<file path="src/sv/htm_pkg.sv">
// ----------------------------------------------------------------------------
// htm_pkg
// Shared types and constants for the helix turn marker.
// ----------------------------------------------------------------------------
`default_nettype none

package htm_pkg;

    // turn lengths, in residues
    localparam int SHORT_TURN = 3;
    localparam int LONG_TURN  = 4;

    // default width of the residue index
    localparam int INDEX_BITS_DEF = 16;

    // width of the segment index result fields
    localparam int SEG_W = 16;

    // minimum helix length register
    localparam int          MINLEN_W   = 8;
    localparam logic [7:0]  MINLEN_RST = 8'd3;

    // APB port
    localparam int APB_DATA_W = 32;
    localparam int APB_ADDR_W = 3;

    // register index, taken from paddr[2]
    localparam logic REG_MIN_HELIX_LENGTH = 1'b0;

    // marks of one residue for one turn length
    typedef struct packed {
        logic start;
        logic inner;
        logic stop;
        logic helix;
    } t_marks;

endpackage

`default_nettype wire

</file>
<file path="src/sv/htm_turn.sv">
// ----------------------------------------------------------------------------
// htm_turn
// Acceptor history and turn/helix marks for one turn length.
// ----------------------------------------------------------------------------
`default_nettype none

module htm_turn #(
    parameter int N = htm_pkg::SHORT_TURN
) (
    input  wire logic [N-1:0]         i_hist,
    input  wire logic                 i_cur,
    output htm_pkg::t_marks           o_marks,
    output logic [N-1:0]              o_hist_next
);

    // bit 0 is this residue, bit m is the residue m places back
    logic [N:0] w;

    assign w = {i_hist, i_cur};

    assign o_marks.start = w[0];
    assign o_marks.inner = |w[N-1:1];
    assign o_marks.stop  = w[N];
    // two consecutive acceptors among this residue and the N before it
    assign o_marks.helix = |(w[N-1:0] & w[N:1]);

    assign o_hist_next = w[N-1:0];

endmodule

`default_nettype wire

</file>
<file path="src/sv/helix_turn_marker_core.sv">
// ----------------------------------------------------------------------------
// helix_turn_marker_core
// Per-residue three/four-turn marks, helix marks and closed helix segments.
// ----------------------------------------------------------------------------
//
//  channel  | valid    | stall    | payload
//  ---------+----------+----------+-------------------------------------------
//  residue  | i_valid  | o_stall  | i_bond_ahead_three/four, i_is_last
//  result   | o_valid  | i_stall  | o_*_turn_*, o_*_helix_mark, o_segment_*
//  config   | psel/penable/pwrite (pready tied high) | paddr, pwdata, prdata
//
// One residue per cycle while o_stall is low; each taken residue is
// registered into the single result register in the cycle after it is taken.
// A new residue is taken while the result register is empty or drained in
// the same cycle, so o_stall follows i_stall only while a result is held.
// Reset clears histories, index, run state and sets min_helix_length to 3.
// A residue with i_is_last set clears all residue state after its result.
// ----------------------------------------------------------------------------
`default_nettype none

module helix_turn_marker_core #(
    parameter int INDEX_BITS = htm_pkg::INDEX_BITS_DEF
) (
    input  wire logic                          i_clk,
    input  wire logic                          i_rst_n,

    input  wire logic                          i_valid,
    output logic                               o_stall,
    input  wire logic                          i_bond_ahead_three,
    input  wire logic                          i_bond_ahead_four,
    input  wire logic                          i_is_last,

    output logic                               o_valid,
    input  wire logic                          i_stall,
    output logic                               o_short_turn_start,
    output logic                               o_short_turn_inner,
    output logic                               o_short_turn_end,
    output logic                               o_long_turn_start,
    output logic                               o_long_turn_inner,
    output logic                               o_long_turn_end,
    output logic                               o_short_helix_mark,
    output logic                               o_long_helix_mark,
    output logic                               o_segment_valid,
    output logic [htm_pkg::SEG_W-1:0]          o_segment_first,
    output logic [htm_pkg::SEG_W-1:0]          o_segment_final,

    input  wire logic                          psel,
    input  wire logic                          penable,
    input  wire logic                          pwrite,
    input  wire logic [htm_pkg::APB_ADDR_W-1:0] paddr,
    input  wire logic [htm_pkg::APB_DATA_W-1:0] pwdata,
    output logic [htm_pkg::APB_DATA_W-1:0]     prdata,
    output logic                               pready
);

    localparam int SN    = htm_pkg::SHORT_TURN;
    localparam int LN    = htm_pkg::LONG_TURN;
    localparam int LEN_W = (INDEX_BITS > htm_pkg::MINLEN_W) ? INDEX_BITS
                                                            : htm_pkg::MINLEN_W;
    localparam logic [INDEX_BITS-1:0] INDEX_MAX = {INDEX_BITS{1'b1}};

    // configuration
    logic [htm_pkg::MINLEN_W-1:0] r_min_len;
    logic                         cfg_wr;
    logic                         cfg_hit;

    // residue state
    logic [SN-1:0]         r_short_hist, n_short_hist;
    logic [LN-1:0]         r_long_hist,  n_long_hist;
    logic [INDEX_BITS-1:0] r_index,      n_index;
    logic                  r_run_active, n_run_active;
    logic [INDEX_BITS-1:0] r_run_begin,  n_run_begin;

    // result register
    logic                       r_out_valid;
    htm_pkg::t_marks            r_short_marks, r_long_marks;
    logic                       r_seg_valid;
    logic [htm_pkg::SEG_W-1:0]  r_seg_first, r_seg_final;

    htm_pkg::t_marks       short_marks, long_marks;
    logic [SN-1:0]         short_hist_next;
    logic [LN-1:0]         long_hist_next;
    logic                  in_xfer;
    logic                  out_xfer;
    logic                  helix_any;
    logic [INDEX_BITS-1:0] run_len;
    logic                  seg_close;
    logic [INDEX_BITS-1:0] seg_final;

    // ---- configuration port ----
    assign pready  = 1'b1;
    assign cfg_hit = (paddr[2] == htm_pkg::REG_MIN_HELIX_LENGTH);
    assign cfg_wr  = psel && penable && pwrite && pready && cfg_hit;
    assign prdata  = cfg_hit ? htm_pkg::APB_DATA_W'(r_min_len) : '0;

    always_ff @(posedge i_clk) begin
        if (!i_rst_n) begin
            r_min_len <= htm_pkg::MINLEN_RST;
        end else if (cfg_wr) begin
            r_min_len <= pwdata[htm_pkg::MINLEN_W-1:0];
        end
    end

    // ---- handshake ----
    assign o_stall  = r_out_valid && i_stall;
    assign in_xfer  = i_valid && !o_stall;
    assign out_xfer = r_out_valid && !i_stall;

    // ---- turn marks ----
    htm_turn #(.N(SN)) u_short (
        .i_hist      (r_short_hist),
        .i_cur       (i_bond_ahead_three),
        .o_marks     (short_marks),
        .o_hist_next (short_hist_next)
    );

    htm_turn #(.N(LN)) u_long (
        .i_hist      (r_long_hist),
        .i_cur       (i_bond_ahead_four),
        .o_marks     (long_marks),
        .o_hist_next (long_hist_next)
    );

    // ---- helix runs ----
    assign helix_any = short_marks.helix || long_marks.helix;
    assign run_len   = r_index - r_run_begin;
    assign seg_close = !helix_any && r_run_active
                       && (LEN_W'(run_len) >= LEN_W'(r_min_len));
    assign seg_final = (r_index > r_run_begin) ? r_index - 1'b1 : r_run_begin;

    always_comb begin
        n_short_hist = short_hist_next;
        n_long_hist  = long_hist_next;
        n_index      = (r_index < INDEX_MAX) ? r_index + 1'b1 : r_index;
        n_run_active = helix_any;
        n_run_begin  = (helix_any && !r_run_active) ? r_index : r_run_begin;
        // last residue of the chain: drop everything, open run included
        if (i_is_last) begin
            n_short_hist = '0;
            n_long_hist  = '0;
            n_index      = '0;
            n_run_active = 1'b0;
            n_run_begin  = '0;
        end
    end

    always_ff @(posedge i_clk) begin
        if (!i_rst_n) begin
            r_short_hist <= '0;
            r_long_hist  <= '0;
            r_index      <= '0;
            r_run_active <= 1'b0;
            r_run_begin  <= '0;
        end else if (in_xfer) begin
            r_short_hist <= n_short_hist;
            r_long_hist  <= n_long_hist;
            r_index      <= n_index;
            r_run_active <= n_run_active;
            r_run_begin  <= n_run_begin;
        end
    end

    // ---- result register ----
    always_ff @(posedge i_clk) begin
        if (!i_rst_n) begin
            r_out_valid <= 1'b0;
        end else if (in_xfer) begin
            r_out_valid <= 1'b1;
        end else if (out_xfer) begin
            r_out_valid <= 1'b0;
        end
    end

    always_ff @(posedge i_clk) begin
        if (in_xfer) begin
            r_short_marks <= short_marks;
            r_long_marks  <= long_marks;
            r_seg_valid   <= seg_close;
            r_seg_first   <= seg_close ? htm_pkg::SEG_W'(r_run_begin) : '0;
            r_seg_final   <= seg_close ? htm_pkg::SEG_W'(seg_final) : '0;
        end
    end

    assign o_valid            = r_out_valid;
    assign o_short_turn_start = r_short_marks.start;
    assign o_short_turn_inner = r_short_marks.inner;
    assign o_short_turn_end   = r_short_marks.stop;
    assign o_long_turn_start  = r_long_marks.start;
    assign o_long_turn_inner  = r_long_marks.inner;
    assign o_long_turn_end    = r_long_marks.stop;
    assign o_short_helix_mark = r_short_marks.helix;
    assign o_long_helix_mark  = r_long_marks.helix;
    assign o_segment_valid    = r_seg_valid;
    assign o_segment_first    = r_seg_first;
    assign o_segment_final    = r_seg_final;

    // ---- assertions ----
    a_run_order: assert property (@(posedge i_clk) disable iff (!i_rst_n)
        r_run_active |-> (r_run_begin <= r_index))
        else $error("open run begins after current index");

    a_last_clears: assert property (@(posedge i_clk) disable iff (!i_rst_n)
        (in_xfer && i_is_last) |=> (!r_run_active && r_index == '0
                                    && r_short_hist == '0 && r_long_hist == '0))
        else $error("residue state not cleared after last residue");

    a_seg_no_helix: assert property (@(posedge i_clk) disable iff (!i_rst_n)
        (o_valid && o_segment_valid) |-> (!o_short_helix_mark && !o_long_helix_mark))
        else $error("segment reported on a helix-marked residue");

    a_seg_zero: assert property (@(posedge i_clk) disable iff (!i_rst_n)
        (o_valid && !o_segment_valid) |-> (o_segment_first == '0
                                           && o_segment_final == '0))
        else $error("segment indices nonzero without a segment");

endmodule

`default_nettype wire
</file>
<file path="config.mk">
export PLATFORM = sky130hd
export DESIGN_NAME = helix_turn_marker_core
export DESIGN_NICKNAME = d
export VERILOG_FILES = /design/src/sv/htm_pkg.sv /design/src/sv/htm_turn.sv /design/src/sv/helix_turn_marker_core.sv
export SDC_FILE = /design/constraint.sdc
export NUM_CORES = 1
export LEC_CHECK = 0
export BUFFER_PORTS_ARGS = -buffer_cell sky130_fd_sc_hd__buf_2
export CAP_MARGIN = 20
export CORE_MARGIN = 2
export CORE_UTILIZATION = 55
export DETAILED_ROUTE_END_ITERATION = 8
export GPL_TIMING_DRIVEN = 0
export HOLD_SLACK_MARGIN = 0.08
export PLACE_DENSITY = 0.81
export RECOVER_POWER = 50
export SLEW_MARGIN = 0
export SYNTH_ARGS = -nofsm -noshare
export SYNTH_HDL_FRONTEND = slang
export SYNTH_SLANG_ARGS = --single-unit
</file>
<file path="constraint.sdc">
create_clock -name i_clk -period 4.75 [get_ports i_clk]
set_input_delay 0.2375 -clock i_clk [delete_from_list [all_inputs] [get_ports i_clk]]
set_output_delay 0.2375 -clock i_clk [all_outputs]
set_load 0.03 [all_outputs]
</file>
## After elaboration in Yosys (flattened, before gate mapping)

Cells that the tools add are included.

| word-level totals | value |
|---|---|
| register bits | 90 |
| input port bits | 45 |
| output and inout bits | 76 |
| word-level logic and storage cells | 61 |

| cells by class | value |
|---|---|
| add/subtract/negate cells | 3 |
| $lt $le $gt $ge | 3 |
| muxes and demuxes | 11 |
| bitwise gates (word level) | 3 |
| reduce and logical (&&, ||, !) cells | 23 |

Operators with widths:

| kind | count |
|---|---|
| 2-to-1 mux 16 bit | 5 |
| adder 16 x 1 -> 16 bit (second input constant) | 1 |
| >= comparator 16 x 8 -> 1 bit | 1 |
| > comparator 16 bit | 1 |
| < comparator 16 bit (second input constant) | 1 |
| subtractor 16 x 1 -> 16 bit (second input constant) | 1 |
| subtractor 16 bit | 1 |
| logical AND 1 bit | 9 |
| 2-to-1 mux 8 bit | 1 |
| nonzero test 2 bit | 3 |
| OR reduction 3 bit | 2 |
| bitwise AND 4 bit | 1 |
| zero test 1 bit | 4 |
| 2-to-1 mux 4 bit | 1 |
| AND reduction 2 bit | 2 |
| OR reduction 4 bit | 1 |
| bitwise AND 3 bit | 1 |
| 2-to-1 mux 1 bit | 3 |
| 2-to-1 mux 3 bit | 1 |
| OR reduction 2 bit | 1 |
| logical OR 1 bit | 1 |
| inverter 1 bit | 1 |

## Longest topological paths before layout

Gate-level depths: netlist of the first run.

| logic depth | value |
|---|---|
| depth in word-level cells | 6 |
| gate-level depth with buffers | 15 |

## Modules after synthesis

A second synthesis of the first run with hierarchy kept.

| unflattened totals | value |
|---|---|
| cell total of the unflattened synthesis | 613 |
| area, all modules | 5544.1 um2 |

Modules (own cells, without submodules):

| module | times used | cells each | area an instance (um2) | sequential area each (um2) |
|---|---|---|---|---|
| helix_turn_marker_core | 1 | 594 | 5422.7 | 2212.1 |
| htm_turn (u_long) | 1 | 10 | 65.1 | 0.0 |
| htm_turn (u_short) | 1 | 9 | 56.3 | 0.0 |

## Worst setup path before layout of the first run

Ideal clock, no wire load.

| timing path | value |
|---|---|
| path type | reg-to-reg |
| start | reg r_run_begin[4] |
| end | reg r_seg_first (netlist bit o_segment_first[10]) (data pin) |
| data arrival time | 3.351 ns |
| data required time | 4.478 ns |
| path slack | 1.127 ns |
| cell stages (with the launch flop) | 16 |
| path buffers | 1 |
| clock period less this slack | 3.623 ns |
| path through | dfxtp_1 > inv_1 > ha_1 > a21o_1 > a31o_2 > o211a_1 > nor2_1 > xnor2_1 > ha_1 > a221o_1 > nor4_1 > o211a_1 > o221ai_2 > nor4_4 > buf_6 > a211oi_1 |

| on the way | value |
|---|---|
| longest elaborated chain between the ends | 3 |

Ends and longest elaborated chain:

| what | line | source |
|---|---|---|
| start: declaration | helix_turn_marker_core.sv:72 | `logic [INDEX_BITS-1:0] r_run_begin, n_run_begin;` |
| start signal: assignment | helix_turn_marker_core.sv:159 | `r_run_begin <= n_run_begin;` |
| subtractor 16 bit | helix_turn_marker_core.sv:126 | `assign run_len = r_index - r_run_begin;` |
| >= comparator 16 x 8 -> 1 bit | helix_turn_marker_core.sv:128 | `&& (LEN_W'(run_len) >= LEN_W'(r_min_len));` |
| logical AND 1 bit | helix_turn_marker_core.sv:128 |  |
| end signal: assignment | helix_turn_marker_core.sv:179 | `r_seg_first <= seg_close ? htm_pkg::SEG_W'(r_run_begin) : '0;` |
| end: declaration | helix_turn_marker_core.sv:78 | `logic [htm_pkg::SEG_W-1:0] r_seg_first, r_seg_final;` |

Every way passes these cells.
A chain may end at the register's enable or synchronous reset.

## Final worst setup path of the first run

| timing path | value |
|---|---|
| start | reg r_run_begin[4] |
| end | reg r_seg_first (netlist bit o_segment_first[6]) (data pin) |

The elaborated chain is that of the path after synthesis.

==> flow_metrics.tcl, run 1 <==
set metrics [dict create \
    yosys_register_bits 90 \
    start_util_pct 56.4 \
    die_area_mm2 0.0108 \
    synth_cell_type_count 58 \
    clockRootBuffer "clkbuf_8" \
    drv_cap 1 \
    drc 0 \
    syn2layout_area_growth_pct 13.5 \
    diodes 0 \
    wl_per_cell_um 15.7 \
    gr-total-overflow 0 \
    post-cts-setup-buffers 0 \
    fp-row-count 36 \
    yosysWarnings 0 \
    path_class "reg2reg" \
    post-route-min-period_ps 4320 \
    synth_top_cell_by_area "edfxtp_1" \
    dr.pass1.iters 5 \
    synth-seq-area-share_pct 40.3 \
    drv_slew 35 \
    cp_data_arrival_time_ps 4420 \
    maxSlewHeadroom_pct -12.9 \
    synthMostInstantiatedCell "nand2_1" \
    yosys-top-cells-count "nand2_1 (53), dfxtp_1 (49), edfxtp_1 (41)" \
    dp_hpwl_um 10300 \
    synth_area_leaders "edfxtp_1 (22%), dfxtp_1 (18%), ha_1 (5.9%), o211ai_1 (4.2%), nand2_1 (3.6%)" \
    rsz0062_at_grt "no" \
    outcome "finished with violations" \
    cts.path.max_buffers 2 \
    grt_pass1_vias 4434 \
    syn_inst 603 \
    synth.top_cell.area_share_pct 22.4 \
    startpoint_type "flip-flop" \
    synth_area_per_cell_um2 9.10 \
    violations "max-capacitance violations, max-slew violations" \
    cts_buffers 9 \
    crit_required_ps 4860 \
    hold_path.class "in2reg" \
    drive_above_1_share_pct 10.8 \
    final_cells 849 \
    async_flop_share_pct 0 \
    vias_per_cell 5.66 \
    fin_setup_tns_ps 0 \
    fillCellCount 885 \
    via_count 4805 \
    path_clk_slew_ps 90 \
    power.leakage_uw 0.00242 \
    grt_antenna_before_repair 0 \
    tightest_slew_ps 1690 \
    postRouteAntennaNets 0 \
    max_freq_mhz 232 \
    setup_viol 0 \
    cts_tree "yes" \
    h-tree-depth 3 \
    synth_edf_count 41 \
    wirelength_um 13400 \
    seqCellArea_mm2 0.00221 \
    rrSetupSlack_ps 430 \
    clk_latency_ps 370 \
    io_pins 121 \
    cp-end-kind "flip-flop" \
    crit_fanout 10 \
    cts.sinks 90 \
    grt_max_degree 35 \
    place.gp.congestion 0.931 \
    die_width_um 104 \
    nets 783 \
    skew_ps 8.21 \
    fin_crit_sh_pct 90.9 \
    dp.cells 829 \
    multi_input_area_mm2 0.00285 \
    hold_violations 0 \
    grt_pass1_wl_um 21500 \
    first_iter_violations 326 \
    die_y_um 104 \
    syn-cell-area_mm2 0.00549 \
    grt_usage_pct 24.8 \
    peakVddDrop_uv 144 \
    core_mm2 0.00973 \
    power_density_mw_per_mm2 251 \
    place.port_buffers 68 \
    ys.flop_type "dfxtp_1" \
]
==> power breakdown <==
group          switching, µW  leakage, µW  internal (µW)
Clock                    288    0.0000824            192
Sequential              8.12     0.000808            830
Combinational            170      0.00153           78.4
==> cell usage in the layout, fill, tap and decap left out, types with 25 or more instances in the layout <==
cell,Yosys,layout
ha_1,26,26
inv_1,36,36
nor2_1,37,37
o211ai_1,31,31
buf_4,25,25
edfxtp_1,41,41
buf_2,11,26
nand2_1,53,53
conb_1,2,25
a21oi_1,38,38
clkbuf_1,27,83
dfxtp_1,49,49
==> path summary, 6_finish.rpt <==
| kind | from | cells past startpoint | to |
|---|---|---|---|
| min reg2reg | r_long_hist[3]$_SDFFE_PN0P_ | 0 | o_long_turn_end$_DFFE_PP_ |
| min | pwdata[1] | 3 | r_min_len[1]$_SDFFE_PN1P_ |
| max reg2reg | r_run_begin[4]$_SDFFE_PN0P_ | 15 | o_segment_first[6]$_SDFFCE_PN0P_ |
| max | r_run_begin[4]$_SDFFE_PN0P_ | 15 | o_segment_first[6]$_SDFFCE_PN0P_ |
==> per-layer routing <==
layer	share of wire [%]	GRT usage [%]
met1	43	31.7
met2	49	41.9
met3	5.8	2.76
met4	2.8	12.2
met5	0	0
==> layout make-up <==
class	count	area share (%)
well taps	133	2.67
repair buffers	74	5.16
multi-input cells	433	45.7
plain buffers	67	6.12
clock inverters	6	0.663
inverters	36	2.17
clock buffers	10	2.05
flip-flops and latches	90	35.5
==> critical path: stages (launching register included) <==
cell	delay, ps
dfxtp_1	380
inv_1	110
ha_1	380
a21o_1	200
a31o_2	230
o211a_1	250
nor2_1	180
xnor2_1	170
ha_1	280
a221o_1	350
nor4_1	280
o211a_1	200
o221ai_2	100
nor4_4	610
buf_6	230
a211oi_1	90
==> state kept, by name, indices dropped and copies added, names as in the netlist, 3 cells and up <==
signal and count:
r_run_begin 16, r_min_len 8, o_segment_first 16, o_segment_final 16
r_long_hist 4, r_index 16, r_short_hist 3
==> logic make-up (layout without fill, tap and decap cells) <==
group	count (synthesis)	in the layout	synth area share, %
AO/OA/AOI/OAI	167	167	21.5
XOR/XNOR	31	31	4.95
adder cells (fa/ha/maj)	27	27	6.29
buffers and inverters	103	193	9.42
flip-flops	90	90	40.3
multiplexers	3	3	0.570
other	2	25	0.137
AND/OR/NAND/NOR	180	180	16.8
==> timing repair <==
action,CTS,global route
gates resized for setup,0,0
endpoints found under the hold margin,4,0
hold buffers,4,0
==> through the flow <==
| stage | util (%) | setup WS, ps | total power [µW] | area [µm²] | hold WS [ps] |
|---|---|---|---|---|---|
| floorplan | - | 1130 | 1050 | 5570 | 336 |
| global placement | 62.5 | 523 | 1100 | 6080 | 437 |
| detailed placement | 62.8 | 482 | 1100 | 6110 | 438 |
| CTS | 64.9 | 453 | 1570 | 6320 | 84.8 |
| global route | 64.0 | 219 | 1610 | 6230 | 108 |
| finish | 64.0 | 433 | 1570 | 6230 | 84.6 |
Power figures use the tool's default switching activity.
==> run 2: changes to the inputs <==
==> constraint.sdc (replaced) <==
create_clock -name i_clk -period 4.22 [get_ports i_clk]
set_input_delay 0.211 -clock i_clk [delete_from_list [all_inputs] [get_ports i_clk]]
set_output_delay 0.211 -clock i_clk [all_outputs]
set_load 0.03 [all_outputs]
==> flow_metrics.tcl, run 2 (synthesis gave the netlist of run 1 again) <==
set metrics [dict create \
    hold_path.class "in2reg" \
    clk_latency_ps 380 \
    place.gp.congestion 0.931 \
    cts.path.max_buffers 2 \
    via_count 4811 \
    die_y_um 104 \
    power_density_mw_per_mm2 281 \
    grt_antenna_before_repair 0 \
    wirelength_um 13400 \
    hold_violations 0 \
    timing.hold.ws_ps 80.2 \
    place.port_buffers 68 \
    fp-row-count 36 \
    cp-end-kind "flip-flop" \
    dp_hpwl_um 10300 \
    mostFrequentLayoutCells "clkbuf_1 (82), nand2_1 (53), dfxtp_1 (47)" \
    power.leakage_uw 0.00244 \
    gr-total-overflow 0 \
    outcome "completed" \
    syn2layout_area_growth_pct 14.4 \
    crit_fanout 10 \
    rsz0062_at_grt "no" \
    path_clk_slew_ps 90 \
    die_width_um 104 \
    postRouteAntennaNets 0 \
    dr.pass1.iters 5 \
    grt_pass1_wl_um 21600 \
    met3_length_um 824 \
    clockRootBuffer "clkbuf_8" \
    h-tree-depth 3 \
    skew_ps 9.78 \
    start_util_pct 56.4 \
    core_mm2 0.00973 \
    fin_util_pct 64.5 \
    vias_per_cell 5.65 \
    path_cells "inv_1 -> ha_2 -> a21o_1 -> a31o_2 -> o211a_1 -> nor2_1 -> xnor2_1 -> ha_1 -> a221o_1 -> nor4_1 -> o211a_1 -> o221ai_2 -> nor4_4 -> buf_4 -> buf_6 -> a211oi_1" \
    crit_required_ps 4330 \
    critPathSlowestCell "dfxtp_1" \
    path_class "reg2reg" \
    tightest_slew_ps 904 \
    cpPeakStageDelay_ps 380 \
    cts_tree "yes" \
    first_iter_violations 350 \
    setup_viol 0 \
    cp_data_arrival_time_ps 4110 \
    grt_max_degree 35 \
    nets 786 \
    wl_met1_um 5700 \
    post-route-min-period_ps 4000 \
    peakVddDrop_uv 161 \
    cts_buffers 9 \
    diodes 0 \
    drc 0 \
    dr_wl_met2_um 6450 \
    fin_setup_tns_ps 0 \
    cp_common_cell "o211a_1" \
    wl_per_cell_um 15.7 \
    critical_path_buf_inv_count 3 \
    cts.sinks 90 \
    dr.max_layer_used "met4" \
    grt_usage_pct 24.9 \
    drive_above_1_share_pct 11.4 \
    grt_pass1_vias 4455 \
    cp_top_family "compound AO/OA/AOI/OAI gates" \
    fin_crit_sh_pct 94.9 \
    maxSlewHeadroom_pct 39.7 \
    drv_cap 0 \
    drv_slew 0 \
    io_pins 121 \
    die_area_mm2 0.0108 \
    max_freq_mhz 250 \
    layout_commonest_cell "clkbuf_1" \
    startpoint_type "flip-flop" \
]
[run 2: what timing repair did]
action,in CTS,in global routing
setup endpoints to repair,30,22
hold endpoints to repair,6,0
pin swaps,1,0
gates resized for setup,0,3
buffers inserted,1,0
hold buffers,6,0
[run 2: final cells by class]
class                   count  area (µm²)
inverters                  36         135
multi-input cells         433        2850
well taps                 133         166
clock inverters             6        41.3
clock buffers              10         128
flip-flops and latches     90        2210
plain buffers              67         382
fillers                   880        3450
repair buffers             77         365
[run 2: metrics by stage]
step	setup WS (ps)	instance area (µm²)	instances	total power (µW)
2_1_floorplan	597	5570	626	1180
5_1_grt	29.7	6280	852	1820
3_3_place_gp	-7.07	6080	827	1230
6_report	217	6280	852	1770
4_1_cts	171	6340	852	1770
3_5_place_dp	-47.8	6110	829	1240
[run 2: layer usage]
layer	vias up	track usage (%)
li1	2354	-
met1	2201	31.8
met2	224	42.2
met5	-	0
met4	0	12.2
met3	32	2.76
[run 2: worst register-to-register path, delay by kind of cell, from the launching register on]
kind | cells | cell delay, ps
xor+xnor | 1 | 170
buf+inv | 3 | 480
simple gates | 3 | 680
fa+ha+maj | 2 | 600
compound gates | 7 | 1410
flops | 1 | 380
[run 2: report_power, final]
group | switching [µW] | total [µW] | internal, µW
clock | 323 | 538 | 216
combinational | 192 | 285 | 93.2
sequential | 9.17 | 942 | 933
[run 2: path summary, 6_finish.rpt]
| path | cells after the start | to | slack (ps) | from |
|---|---|---|---|---|
| hold reg to reg | 0 | o_long_turn_end$_DFFE_PP_ | 460 | r_long_hist[3]$_SDFFE_PN0P_ |
| hold / removal | 3 | r_min_len[7]$_SDFFE_PN0P_ | 80 | pwdata[7] |
| setup reg to reg | 16 | o_segment_first[6]$_SDFFCE_PN0P_ | 220 | r_run_begin[4]$_SDFFE_PN0P_ |
| setup / recovery | 16 | o_segment_first[6]$_SDFFCE_PN0P_ | 220 | r_run_begin[4]$_SDFFE_PN0P_ |
==> run 3: changes to the inputs <==
--- a/config.mk
+++ b/config.mk
@@ -12,8 +12,9 @@
 export DETAILED_ROUTE_END_ITERATION = 8
 export GPL_TIMING_DRIVEN = 0
 export HOLD_SLACK_MARGIN = 0.08
-export PLACE_DENSITY = 0.81
+export PLACE_DENSITY_LB_ADDON = 0.05
 export RECOVER_POWER = 50
+export REMOVE_ABC_BUFFERS = 1
 export SLEW_MARGIN = 0
 export SYNTH_ARGS = -nofsm -noshare
 export SYNTH_HDL_FRONTEND = slang
==> flow_metrics.tcl, run 3 (synthesis gave the netlist of run 1 again) <==
set metrics [dict create \
    rsz0062_at_grt "no" \
    dp_hpwl_um 9320 \
    path_cells "ha_1 -> nor2b_1 -> o2111a_1 -> o211a_1 -> nor2_2 -> xnor2_1 -> ha_1 -> a221o_1 -> nor4_1 -> o211a_1 -> o221ai_2 -> nor4_4 -> buf_4 -> buf_6 -> a211oi_1" \
    path_clk_slew_ps 90 \
    power.leakage_uw 0.00226 \
    hold_path.class "in2reg" \
    grt_antenna_before_repair 0 \
    drive_above_1_share_pct 8.18 \
    reg2reg_from "r_index[1]$_SDFFE_PN0P_" \
    hold_violations 0 \
    crit_path_start "r_index[1]$_SDFFE_PN0P_" \
    wl_per_cell_um 16.4 \
    vias_per_cell 5.81 \
    cp-end-kind "flip-flop" \
    critical_path_buf_inv_count 2 \
    nets 728 \
    postRouteAntennaNets 0 \
    place.gp.congestion 0.905 \
    wirelength_um 13000 \
    gr-total-overflow 0 \
    diodes 0 \
    start_util_pct 56.4 \
    crit_required_ps 4310 \
    setup_viol 0 \
    mostFrequentLayoutCells "clkbuf_1 (55), nand2_1 (53), dfxtp_1 (46)" \
    grt_pass1_wl_um 21700 \
    startpoint_type "flip-flop" \
    crit_fanout 21 \
    cts.path.max_buffers 2 \
    cts_buffers 9 \
    drv_cap 0 \
    peakVddDrop_uv 181 \
    fillCellCount 889 \
    cp_data_arrival_time_ps 4050 \
    stdcell_area_mm2 0.00604 \
    layout_commonest_cell "clkbuf_1" \
    seqCellArea_mm2 0.00222 \
    fp-row-count 36 \
    die_width_um 104 \
    total_power_uw 1800 \
    crit_cells 15 \
    cpPeakStageDelay_ps 520 \
    path_class "reg2reg" \
    syn2layout_area_growth_pct 10.1 \
    drv_slew 0 \
    r2r_end "o_segment_first[6]$_SDFFCE_PN0P_" \
    cts.sinks 90 \
    h-tree-depth 3 \
    timing.hold.ws_ps 91.2 \
    outcome "completed" \
    grt_pass1_vias 4361 \
    clk_latency_ps 370 \
    r2r_cells 15 \
    fin_util_pct 62.1 \
    skew_ps 7.85 \
    worstSetupEndpoint "o_segment_first[6]$_SDFFCE_PN0P_" \
    maxSlewHeadroom_pct 49.2 \
    clockRootBuffer "clkbuf_8" \
    critPathSlowestCell "dfxtp_1" \
    dr.pass1.iters 5 \
    first_iter_violations 228 \
    die_y_um 104 \
    cp_top_family "compound AO/OA/AOI/OAI gates" \
    tightest_slew_ps 753 \
    hold_path.startpoint "pwdata[2]" \
    grt_max_degree 50 \
    post-route-min-period_ps 3960 \
    die_area_mm2 0.0108 \
    max_freq_mhz 252 \
    io_pins 121 \
    dpl_cell_area_mm2 0.00578 \
    cts_tree "yes" \
    grt_usage_pct 24.7 \
    fin_crit_sh_pct 93.9 \
    drc 0 \
    fin_setup_tns_ps 0 \
    via_count 4610 \
    place.port_buffers 69 \
    core_mm2 0.00973 \
    multi_input_area_mm2 0.00288 \
    power_density_mw_per_mm2 298 \
    rrSetupSlack_ps 260 \
]
-- run 3: cell count changes in the layout (fill, tap and decap cells not counted), moves of 2 or more --
cell and delta:
clkbuf_1 -27, clkinv_1 -2, buf_6 -2, dlygate4sd3_1 +3
buf_4 -21, buf_2 -12, clkinv_2 +2, inv_6 -2
-- run 3: worst min-delay path by stage --
stage	to	slack, ps	depth (start not counted)
after floorplan	r_min_len[0]$_SDFFE_PN1P_	280	1
after global placement	o_long_turn_start$_DFFE_PP_	420	1
after detailed placement	r_min_len[0]$_SDFFE_PN1P_	420	3
after CTS	r_min_len[2]$_SDFFE_PN0P_	80	3
after global routing	r_min_len[5]$_SDFFE_PN0P_	140	3
final	r_min_len[2]$_SDFFE_PN0P_	90	3
-- run 3: worst min-delay path, cell delays in order --
cell      delay (ps)
buf_2            100
nand2_1           40
a21boi_0          60
-- run 3: where the power goes --
part / internal, µW / switching (µW)
combinational: 75.8 / 188
clock: 272 / 324
sequential: 932 / 8.82
total: 1280 / 521
-- run 3: timing repair --
action                                 4_1_cts  5_1_grt
endpoints found under the hold margin        9        0
pin swaps                                    1        0
gates resized for setup                      1        7
setup buffers                                3        0
setup endpoints to repair                   33       33
hold buffers                                 9        0
-- run 3: layout make-up --
class                      count  share of cell area, %
tap                          133                   2.76
clock inverter                 6                   1.10
timing repair buffer          86                   7.46
sequential                    90                   36.7
multi-input combinational    433                   47.7
inverter                      36                   2.24
clock buffer                   9                   2.05
-- run 3: routing by layer --
layer,track usage [%],part of all wire (%)
met5,0,0
met4,11.6,2.5
met3,2.94,4.2
met2,41.1,48
met1,32.2,45
-- run 3: stage by stage --
| step | setup slack, ps | cells |
|---|---|---|
| 2_1_floorplan | 24.4 | 559 |
| 3_3_place_gp | -893 | 761 |
| 3_5_place_dp | -394 | 766 |
| 4_1_cts | 103 | 793 |
| 5_1_grt | 0.145 | 793 |
| 6_report | 259 | 793 |
